$ cat config.mk
export PLATFORM = sky130hd
export DESIGN_NAME = hbd_queue
export DESIGN_NICKNAME = d
export VERILOG_FILES = /design/src/sv/hbd_pkg.sv /design/src/sv/hbd_queue.sv
export VERILOG_INCLUDE_DIRS = /design/src /design/src/sv
export SDC_FILE = /design/constraint.sdc
export NUM_CORES = 1
export LEC_CHECK = 0
export ABC_AREA = 1
export BUFFER_PORTS_ARGS = -buffer_cell sky130_fd_sc_hd__buf_2
export CORE_AREA = 2 2 39 41
export DETAILED_ROUTE_END_ITERATION = 6
export DIE_AREA = 0 0 41 43
export GPL_TIMING_DRIVEN = 0
export PLACE_DENSITY = 0.51
export SLEW_MARGIN = 20
export SYNTH_ARGS = -nofsm -noshare
export SYNTH_HDL_FRONTEND = slang
export SYNTH_SLANG_ARGS = --single-unit
export TNS_END_PERCENT = 20
$ cat constraint.sdc
create_clock -name clk_i -period 0.98 [get_ports clk_i]
set_input_delay 0.098 -clock clk_i [delete_from_list [all_inputs] [get_ports clk_i]]
set_output_delay 0.098 -clock clk_i [all_outputs]
set_load 0.05 [all_outputs]
$ cat src/sv/assert_macros.svh
// assertion macros shared by the huffman decoder modules
`ifndef ASSERT_MACROS_SVH
`define ASSERT_MACROS_SVH

// condition holds on every clock outside reset
`define ASSERT_ALWAYS(label, clk, rst_n, cond, msg) \
  label: assert property (@(posedge clk) disable iff (!rst_n) (cond)) else $error(msg);

// consequent holds in the same cycle as the antecedent
`define ASSERT_IMPLY(label, clk, rst_n, ante, cons, msg) \
  label: assert property (@(posedge clk) disable iff (!rst_n) (ante) |-> (cons)) else $error(msg);

// consequent holds in the cycle after the antecedent
`define ASSERT_NEXT(label, clk, rst_n, ante, cons, msg) \
  label: assert property (@(posedge clk) disable iff (!rst_n) (ante) |=> (cons)) else $error(msg);

`endif

$ cat src/sv/hbd_pkg.sv
// shared types and constants of the huffman bitstream decoder
package hbd_pkg;

  localparam int SYM_W       = 8;
  localparam int CFG_W       = 32;
  localparam int QUEUE_DEPTH = 2;
  localparam int QPTR_W      = 1;
  localparam int QCNT_W      = 2;

  typedef enum logic [1:0] {
    KIND_BIT,
    KIND_START,
    KIND_START_EMPTY
  } kind_e;

  typedef struct packed {
    kind_e kind;
    logic  code_bit;
  } item_t;

  typedef enum logic [1:0] {
    PH_IDLE,
    PH_TREE,
    PH_WALK,
    PH_HALT
  } phase_e;

  typedef struct packed {
    logic [SYM_W-1:0] symbol;
    logic             last;
    logic             whole_text;
    logic             tree_error;
  } result_t;

endpackage

$ cat src/sv/hbd_queue.sv
// two-entry request queue between the decoder front and back
`include "assert_macros.svh"

module hbd_queue (
  input  logic           clk_i,
  input  logic           rst_ni,
  input  logic           push_i,
  input  hbd_pkg::item_t push_item_i,
  output logic           full_o,
  input  logic           pop_i,
  output logic           valid_o,
  output hbd_pkg::item_t pop_item_o
);

  hbd_pkg::item_t entry_q [hbd_pkg::QUEUE_DEPTH];
  logic [hbd_pkg::QPTR_W-1:0] wr_ptr_q, wr_ptr_d;
  logic [hbd_pkg::QPTR_W-1:0] rd_ptr_q, rd_ptr_d;
  logic [hbd_pkg::QCNT_W-1:0] cnt_q, cnt_d;

  assign full_o     = (cnt_q == hbd_pkg::QCNT_W'(hbd_pkg::QUEUE_DEPTH));
  assign valid_o    = (cnt_q != '0);
  assign pop_item_o = entry_q[rd_ptr_q];

  always_comb begin
    wr_ptr_d = wr_ptr_q;
    rd_ptr_d = rd_ptr_q;
    cnt_d    = cnt_q;
    if (push_i) begin
      wr_ptr_d = (wr_ptr_q == hbd_pkg::QPTR_W'(hbd_pkg::QUEUE_DEPTH - 1)) ? '0
               : hbd_pkg::QPTR_W'(wr_ptr_q + 1'b1);
    end
    if (pop_i) begin
      rd_ptr_d = (rd_ptr_q == hbd_pkg::QPTR_W'(hbd_pkg::QUEUE_DEPTH - 1)) ? '0
               : hbd_pkg::QPTR_W'(rd_ptr_q + 1'b1);
    end
    if (push_i && !pop_i) begin
      cnt_d = hbd_pkg::QCNT_W'(cnt_q + 1'b1);
    end else if (pop_i && !push_i) begin
      cnt_d = hbd_pkg::QCNT_W'(cnt_q - 1'b1);
    end
  end

  always_ff @(posedge clk_i or negedge rst_ni) begin
    if (!rst_ni) begin
      wr_ptr_q <= '0;
      rd_ptr_q <= '0;
      cnt_q    <= '0;
    end else begin
      wr_ptr_q <= wr_ptr_d;
      rd_ptr_q <= rd_ptr_d;
      cnt_q    <= cnt_d;
    end
  end

  always_ff @(posedge clk_i) begin
    if (push_i) begin
      entry_q[wr_ptr_q] <= push_item_i;
    end
  end

  `ASSERT_IMPLY(a_no_push_full, clk_i, rst_ni, push_i, !full_o, "push into full queue")
  `ASSERT_IMPLY(a_no_pop_empty, clk_i, rst_ni, pop_i, valid_o, "pop from empty queue")
  `ASSERT_ALWAYS(a_cnt_bound, clk_i, rst_ni, cnt_q <= hbd_pkg::QCNT_W'(hbd_pkg::QUEUE_DEPTH), "queue count beyond depth")

endmodule

==> impl_metrics.toml <==
[setup_path]
arrival_ns = 1.16
crit_required_ns = 0.88
worstRegToRegCells = 1
path_class = "reg -> out"
reg2reg_slack_ns = 0.09
cp_max_fo = 4
setup.worst_path.end = "pop_item_o[2]"
cp-start-kind = "flip-flop"
worstReg2RegStart = "wr_ptr_q$_DFFE_PN0P_"
startpoint = "rd_ptr_q$_DFFE_PN0P_"
cp-end-kind = "output pin"
reg2reg_to = "entry_q[0][2]$_DFFE_PP_"

[floorplanning]
die-area_sq_mm = 0.00176
io_pins = 12
die_x_microns = 41
start_util_pct = 30.6
die_h_microns = 43
coreArea_sq_mm = 0.00138
fp-row-count = 14

[final_layout]
nNetsFinal = 60
antenna_cells = 0
area_delta_synth_final_pct = 38.2
drive_above_1_share_pct = 52.0

[sta]
slew_violations = 0
setup_viol = 5
setup_ws_ns = -0.278
skew_ns = 0.00137
whs_ns = 0.0315
rsz0062_at_grt = "true"
period_minus_slack_ns = 1.26
period_share_pct = 128
clock.fmax_mhz = 795
finalHoldViolations = 0
worst_slew_pin_slew_ns = 0.169
timing.slew.headroom_pct = 88.7

[clocking]
cts_tree = "built"
htree_levels = 1
cts.sinks = 10
clk_latency_ns = 0.25
numCtsBuffers = 3
clk_pin_slew_worst_paths_ns = 0.06
ctsRootBufferMaster = "clkbuf_4"
cts_buffer_depth = 2

[outcome]
outcome = "finished, violations left"
violations = "setup timing"

[global_routing]
grt_max_degree = 6
grt_pass1_wl_microns = 1000
overflow = 0
grtUsageTotal_pct = 8.46
grt_antenna_before_repair = 0
grt_pass1_vias = 279

[routing]
drc_errors = 0
drt-total-wl_microns = 642
dr.pass1.iters = 1
vias = 277
drtIter0Drc = 0
antenna_left = 0
wl_per_cell_microns = 9.73
vias_per_cell = 4.20

[synthesis]
synth_cell_types = 13
synth_area_sq_um = 423
synth_top_area_share_pct = 42.6
synth_nets = 42
seq_area_frac_synth_pct = 66.3
ys_warn_count = 0
synth_largest_area_cell = "edfxtp_1"
ys_top_cells_by_area = "edfxtp_1, dfrtp_1, mux2_2"
yosys_register_bits = 10
netlist_instances = 34
syn_avg_cell_area_sq_um = 12.4

[power]
power_mw = 1.90
peakVddDrop_v = 0.000975
powerDensity_mw_per_mm2 = 3250
leakage_nw = 0.267

[run]
maxCapViolations = 0

[placement]
dp_slack_ns = -0.103
port_buffers = 11
hpwl_microns = 487
place.gp.congestion = 0.646

[hold_path]
holdPathStages = 1
hold_path.class = "in -> reg"
## repair_timing
| item | CTS | global route |
|---|---|---|
| setup endpoints to repair | 5 | 8 |
| hold buffers | 1 | 0 |
| pin swaps | 1 | 0 |
| setup buffers | 1 | 0 |
| gates resized for setup | 11 | 5 |
| hold endpoints to repair | 4 | 0 |
## through the flow
| stage | instances | instance area (sq um) | util [%] | setup TNS (ns) |
|---|---|---|---|---|
| global placement | 61 | 500 | 36.2 | -0.319 |
| floorplan | 34 | 425 | - | 0 |
| finish | 66 | 584 | 42.2 | -0.992 |
| detailed placement | 61 | 500 | 36.2 | -0.302 |
| CTS | 66 | 573 | 41.4 | -1.06 |
| global route | 66 | 584 | 42.2 | -1.19 |
## synth_stat cells
cell,instances
inv_2,1
nand2_2,1
edfxtp_1,6
xnor2_1,1
nand4_1,1
ha_1,1
nor2_1,2
xor2_1,2
nand2_1,5
inv_1,6
mux2_2,3
dfrtp_1,4
nand3_1,1
## critical path, stage by stage (launching register included)
cell and delay [ns]:
dfrtp_2 0.40, mux2_2 0.35, buf_6 0.15
## cell families after synthesis
kind of cell | after synthesis | share of synthesized area, %
muxes | 3 | 7.99
buffers and inverters | 7 | 6.21
and+or+nand+nor | 10 | 10.4
DFF | 10 | 66.3
xor gates and xnor gates | 3 | 6.21
adders and majority gates | 1 | 2.96
## cells in the final DEF (no fill, tap or decap), drive strengths merged
| master | instances |
|---|---|
| buf | 12 |
| clkbuf | 3 |
| dfrtp | 4 |
| dlygate4sd3 | 1 |
| edfxtp | 6 |
| ha | 1 |
| inv | 7 |
| mux2 | 3 |
| nand2 | 6 |
| nand3 | 1 |
| nand4 | 1 |
| nor2 | 2 |
| xnor2 | 1 |
| xor2 | 2 |
## worst min-delay path by stage
stage | start | endpoint | slack (ns)
after floorplan | rst_ni | cnt_q[0]$_DFFE_PN0P_ | -0.20
after global placement | rst_ni | cnt_q[0]$_DFFE_PN0P_ | -0.09
after detailed placement | rst_ni | cnt_q[0]$_DFFE_PN0P_ | -0.09
after CTS | push_item_i[0] | entry_q[1][0]$_DFFE_PP_ | 0.02
after global routing | push_item_i[0] | entry_q[1][0]$_DFFE_PP_ | 0.02
final | push_item_i[1] | entry_q[0][1]$_DFFE_PP_ | 0.03
## registers in the layout (all words and copies together), names as in the netlist
name,count
cnt_q,2
wr_ptr_q,1
entry_q,6
rd_ptr_q,1
## area by class of cell
cell class / count / area, sq um
Inverter: 7 / 26.3
Tap cell: 16 / 20.0
Multi-Input combinational cell: 17 / 129
Sequential cell: 10 / 283
Timing Repair Buffer: 13 / 104
Fill cell: 129 / 800
Clock buffer: 3 / 22.5
## power by group
group          switching (mW)  internal, mW
registers               0.117         0.599
clock network           0.118         0.141
logic                   0.554         0.371
## metal layers
| metal | wire length, microns | track usage (%) | part of all wire [%] | up-vias |
|---|---|---|---|---|
| met5 | 0 | 0 | 0 | - |
| met4 | 0 | 6.00 | 0 | 0 |
| met3 | 50 | 2.09 | 7.8 | 0 |
| met2 | 296 | 11.9 | 46 | 9 |
| met1 | 295 | 10.8 | 46 | 124 |
| li1 | - | - | - | 144 |
No activity file was read; power rests on OpenSTA's default activity.
