## src/sv/assert_macros.svh

```systemverilog
// assertion macros shared by the huffman decoder modules
`ifndef ASSERT_MACROS_SVH
`define ASSERT_MACROS_SVH

// condition holds on every clock outside reset
`define ASSERT_ALWAYS(label, clk, rst_n, cond, msg) \
  label: assert property (@(posedge clk) disable iff (!rst_n) (cond)) else $error(msg);

// consequent holds in the same cycle as the antecedent
`define ASSERT_IMPLY(label, clk, rst_n, ante, cons, msg) \
  label: assert property (@(posedge clk) disable iff (!rst_n) (ante) |-> (cons)) else $error(msg);

// consequent holds in the cycle after the antecedent
`define ASSERT_NEXT(label, clk, rst_n, ante, cons, msg) \
  label: assert property (@(posedge clk) disable iff (!rst_n) (ante) |=> (cons)) else $error(msg);

`endif

```

## src/sv/hbd_pkg.sv

```systemverilog
// shared types and constants of the huffman bitstream decoder
package hbd_pkg;

  localparam int SYM_W       = 8;
  localparam int CFG_W       = 32;
  localparam int QUEUE_DEPTH = 2;
  localparam int QPTR_W      = 1;
  localparam int QCNT_W      = 2;

  typedef enum logic [1:0] {
    KIND_BIT,
    KIND_START,
    KIND_START_EMPTY
  } kind_e;

  typedef struct packed {
    kind_e kind;
    logic  code_bit;
  } item_t;

  typedef enum logic [1:0] {
    PH_IDLE,
    PH_TREE,
    PH_WALK,
    PH_HALT
  } phase_e;

  typedef struct packed {
    logic [SYM_W-1:0] symbol;
    logic             last;
    logic             whole_text;
    logic             tree_error;
  } result_t;

endpackage

```

## src/sv/hbd_front.sv

```systemverilog
// input side: length register, accept handshake and request classification
module hbd_front (
  input  logic                      clk_i,
  input  logic                      rst_ni,
  input  logic                      cfg_we_i,
  input  logic [hbd_pkg::CFG_W-1:0] cfg_wdata_i,
  input  logic                      in_valid_i,
  output logic                      in_ready_o,
  input  logic                      code_bit_i,
  input  logic                      stream_start_i,
  input  logic                      q_full_i,
  output logic                      q_push_o,
  output hbd_pkg::item_t            q_item_o,
  output logic [hbd_pkg::CFG_W-1:0] symbol_count_o
);

  logic [hbd_pkg::CFG_W-1:0] symbol_count_q;

  always_ff @(posedge clk_i or negedge rst_ni) begin
    if (!rst_ni) begin
      symbol_count_q <= '0;
    end else if (cfg_we_i) begin
      symbol_count_q <= cfg_wdata_i;
    end
  end

  assign in_ready_o     = !q_full_i;
  assign q_push_o       = in_valid_i && !q_full_i;
  assign symbol_count_o = symbol_count_q;

  // an empty text ends the stream on its first bit
  always_comb begin
    q_item_o.code_bit = code_bit_i;
    if (!stream_start_i) begin
      q_item_o.kind = hbd_pkg::KIND_BIT;
    end else if (symbol_count_q == '0) begin
      q_item_o.kind = hbd_pkg::KIND_START_EMPTY;
    end else begin
      q_item_o.kind = hbd_pkg::KIND_START;
    end
  end

endmodule

```

## config.mk

```make
export PLATFORM = sky130hd
export DESIGN_NAME = hbd_front
export DESIGN_NICKNAME = d
export VERILOG_FILES = /design/src/sv/assert_macros.svh /design/src/sv/hbd_pkg.sv /design/src/sv/hbd_front.sv
export SDC_FILE = /design/constraint.sdc
export NUM_CORES = 1
export LEC_CHECK = 0
export ABC_AREA = 1
export BUFFER_PORTS_ARGS = -buffer_cell sky130_fd_sc_hd__buf_2
export CORE_UTILIZATION = 44
export DETAILED_ROUTE_END_ITERATION = 7
export PLACE_DENSITY_LB_ADDON = 0.2
export SYNTH_ARGS = -nofsm -noshare
export SYNTH_HDL_FRONTEND = slang
export SYNTH_SLANG_ARGS = --single-unit
```

## constraint.sdc

```tcl
create_clock -name clk_i -period 1.1 [get_ports clk_i]
set_clock_uncertainty 0.1 [all_clocks]
set_input_delay 0.055 -clock clk_i [delete_from_list [all_inputs] [get_ports clk_i]]
set_output_delay 0.055 -clock clk_i [all_outputs]
set_load 0.05 [all_outputs]
```

==> summary.md, run 1 <==
| Metric | Value |
|---|---|
| Chip height | `approximately 60 um` |
| Final GP Congestion | `between 0.7 and 0.8` |
| Instance count of the mapped netlist | `between 100 and 150` |
| Pin count of the biggest net entering global routing | `21` |
| PortBufs | `between 70 and 80` |
| Status | `stopped before the end` |
| Worst_ep grt | `q_item_o[2]` |
| Sink Count | `32` |
| Row count | `20` |
| Worst endpoint type | `primary output` |
| Mean Syn Cell Area | `between 10 and 15 um2` |
| Deepest clock path buffer count | `2` |
| Die span in x | `59.5 um` |
| Failed at | `global routing` |
| Post-Syn Nets | `151` |
| Number of synthesized register bits | `32` |
| Ys Warns | `0` |
| Synthesized area | `0.00145 mm2` |
| Seq/Total Area, Yosys | `0.551` |
| H-tree depth | `2` |
| CTS root buffer | `clkbuf_4` |
| Cell variety after synth | `12` |
| Placed inst area | `0.00209 mm2` |
| Initial Util | `0.469` |
| Hpwl dp | `about 2600 um` |
| I/O pin count | `76` |
| Run Error | `[ERROR DPL-0038] Utilization greater than 100%, impossible to legalize` |
| TritonCTS Buffers | `5` |
## logic make-up after synthesis
logic type,share of synthesized area
muxes,0.274
AOI/OAI and AO/OA,0.0138
buffers and inverters,0.0663
DFF,0.551
and+or+nand+nor,0.0955
## through the flow
stage               instances  setup slack [ps]  hold WS (ps)  TNS [ps]  utilization
floorplan                 112              -390          -341      -605            -
global placement          249              -321          -142      -635        0.673
detailed placement        249              -332          -128      -648        0.673
CTS                       297              -609          10.6     -4260        0.945
## Yosys cell counts
master,number,area (um2)
dfrtp_1,32,801
nand3_1,2,10.0
nor2_1,21,78.8
buf_6,2,22.5
inv_1,7,26.3
nand2_1,12,45.0
buf_4,1,7.51
o21ai_0,4,20.0
mux2_4,22,330
buf_12,2,40.0
mux2_2,6,67.6
nor3_1,1,5.00
## repair_timing
item                                    in CTS
hold endpoints to repair                    64
resized for setup                          110
setup buffers                               10
endpoints found under the setup margin      34
hold buffers                                33
pin swaps                                    6
==> run 2, diff against run 1 <==
- CORE_UTILIZATION: 44 -> 35
- PLACE_DENSITY_LB_ADDON: 0.2 -> 0.15
==> run 2 against run 1 <==
  * The flow now finishes, with violations (negative setup slack)
  * Area after synthesis unchanged
  * Synthesized cell count did not move
==> summary.md, run 2 <==
| Metric | Value |
|---|---|
| P_leak | `~1.4 nW` |
| Area growth from synthesis to final layout | `104%` |
| Final TNS setup | `-1140 ps` |
| Max Cap Viol | `0` |
| Failing checks | `negative setup slack` |
| Clk_lat worst skew | `270 ps` |
| Worst slew margin | `0.755` |
| Arrival time worst endpoint | `~1500 ps` |
| NetSw | `approximately 1.2 mW` |
| Cell-internal power | `around 2.6 mW` |
| Seq/Total Area, Yosys | `0.551` |
| Number of global-route vias before repair | `roughly 1400` |
| FMAX | `621 MHz` |
| Gate power share | `0.393` |
| TritonCTS Buffers | `5` |
| Max FO, Critical Path | `2` |
| Async set or reset register ratio after synthesis | `1.00` |
| CTS root buffer | `clkbuf_8` |
| Fin cells | `300` |
| Final Setup Violations | `10` |
| Initial antenna violation count | `0` |
| Drt wl/cell | `around 13 um` |
| PortBufs | `73` |
| Deepest clock path buffer count | `2` |
| Synth Flop Type | `dfrtp_1` |
| Fin. max-slew vios | `0` |
| Die area | `between 0.004 and 0.005 mm2` |
| Crit end category | `primary output` |
| I/O pin count | `76` |
| Yosys top cell area share | `0.551` |
| Slack of the critical path | `-510 ps` |
| Row count | `23` |
| Power Density | `around 1300 mW/mm2` |
| Post-Syn Nets | `around 150` |
| Status | `finished, violations left` |
| Clock Power Share | `0.245` |
| Cell area after layout | `roughly 0.0030 mm2` |
| Req. time, crit path | `940 ps` |
| Antenna Violating Nets Remaining | `0` |
| Unrepaired setup endpoints after global routing | `true` |
| Initial Util | `0.363` |
| Vias after detailed routing | `1317` |
| Layout cells sized above 1 | `0.732` |
| Switching Share | `0.316` |
| Worst hold path type | `in -> out` |
| N_diodes | `0` |
| DRT Wirelength | `slightly below 4000 um` |
| Worst Tran Pin Value | `368 ps` |
| Final Cycle Share | `1.46` |
| Via density per instance | `around 4.4` |
| Peak VDD IR | `~700 uV` |
| Most frequent cells in the layout | `45 x buf_2, 33 x dlygate4sd3_1, 32 x dfrtp_2` |
| Cell variety after synth | `12` |
| Synthesized area | `0.00145 mm2` |
| Final GP Congestion | `approximately 0.78` |
| Pin count of the biggest net entering global routing | `19` |
| Startpoint class of the critical path | `flip-flop` |
| Most common cell after layout, fill and taps aside | `buf_2` |
| Post-Place Cells | `roughly 260` |
| Fin. Hold Viols | `0` |
| Instance count of the mapped netlist | `approximately 110` |
| DRC violations left | `0` |
| Core box area | `approximately 0.0040 mm2` |
| Synth area leader | `dfrtp_1` |
| Largest cells by area after synthesis | `dfrtp_1 55%, mux2_4 23%, nor2_1 5.4%, mux2_2 4.6%, nand2_1 3.1%` |
| Clock transition at path regs | `60 ps` |
| H-tree depth | `2` |
| Number of flip-flops in the largest register | `32` |
| Fill cells | `271` |
| Number of synthesized register bits | `32` |
| Shortest period the worst path allows | `roughly 1600 ps` |
| Post-synth EDFFs | `0` |
| Kind of critical path | `reg -> out` |
| Chip height | `66.5 um` |
| Mean Syn Cell Area | `between 10 and 15 um2` |
| Pre-CTS setup slack | `-313 ps` |
| Placed inst area | `roughly 0.0021 mm2` |
| GR Util All Layers | `0.190` |
| Hpwl dp | `approximately 2500 um` |
| Most common cell in the synthesized netlist | `dfrtp_1` |
| First-pass GRT wire length | `between 6000 and 7000 um` |
| Sink Count | `32` |
| CTS tree | `done` |
| Synth top cells by count | `32 x dfrtp_1, 22 x mux2_4, 21 x nor2_1` |
| TritonRoute pass-1 iters | `4` |
| Ys Warns | `0` |
| Sequential share of power | `0.362` |
| Gr ovfl total | `0` |
| DR iter-0 viols | `40` |
| Die span in x | `about 66 um` |
| # nets final | `approximately 290` |
## run 2: per-layer routing
metal / up-vias / wire [um] / GRT usage
met4: 0 / 53 / 0.0718
met5: - / 0 / 0
met2: 44 / 2120 / 0.338
met3: 8 / 197 / 0.0497
met1: 623 / 1500 / 0.215
li1: 642 / - / -
## run 2: power groups by stage
stage	clock network, mW	logic, mW	registers, mW
2_1_floorplan	0	0.282	1.84
3_3_place_gp	0	1.08	1.39
3_5_place_dp	0	1.10	1.40
4_1_cts	0.981	1.47	1.39
5_1_grt	1.01	1.59	1.42
6_report	0.945	1.52	1.40
## run 2: cell families (layout without fill, tap and decap cells)
family	count (synthesis)	in the layout	share of synthesized area
muxes	28	28	0.274
and+or+nand+nor	36	36	0.0955
buffers and inverters	12	150	0.0663
DFF	32	32	0.551
AOI/OAI and AO/OA	4	4	0.0138
## run 2: path summary, 6_finish.rpt
check                                                    start                              to  slack (ps)  depth (start not counted)
worst max-delay path             symbol_count_o[1]$_DFFE_PN0P_                     q_item_o[2]        -510                          6
worst min-delay path                                code_bit_i                     q_item_o[0]          10                          0
worst max register to register  symbol_count_o[11]$_DFFE_PN0P_  symbol_count_o[11]$_DFFE_PN0P_         -10                          3
worst min register to register  symbol_count_o[12]$_DFFE_PN0P_  symbol_count_o[12]$_DFFE_PN0P_         450                          1
max in group asynchronous                               rst_ni  symbol_count_o[13]$_DFFE_PN0P_         330                          3
min in group asynchronous                               rst_ni   symbol_count_o[1]$_DFFE_PN0P_         140                          2
## run 2: worst max-delay path, cell delays in order, from the launching register on
cell and delay [ps]:
dfrtp_2 400, nor2_1 110, nand3_1 80, nor2_2 130
nand2_2 100, nor3_4 180, buf_6 180
## run 2: repair_timing
| action | CTS | global route |
|---|---|---|
| hold buffers | 33 | 0 |
| endpoints found under the setup margin | 27 | 28 |
| resized for setup | 102 | 23 |
| endpoints found under the hold margin | 64 | 0 |
| pin swaps | 9 | 7 |
| buffers inserted | 5 | 8 |
## run 2: area by class of cell
class | count | area, um2 | share of cell area
Clock buffer | 7 | 96.3 | 0.0325
Inverter | 7 | 26.3 | 0.00887
Multi-Input combinational cell | 68 | 608 | 0.205
Sequential cell | 32 | 841 | 0.284
Tap cell | 50 | 62.6 | 0.0211
Timing Repair Buffer | 136 | 1330 | 0.448
## run 2: per-stage QoR
stage,hold slack [ps],util,total power [mW]
CTS,10.4,0.723,3.84
detailed placement,-107,0.530,2.50
floorplan,-341,-,2.12
global placement,-122,0.530,2.48
finish,10.5,0.741,3.86
global route,10.3,0.741,4.02
Power figures use the tool's default switching activity.
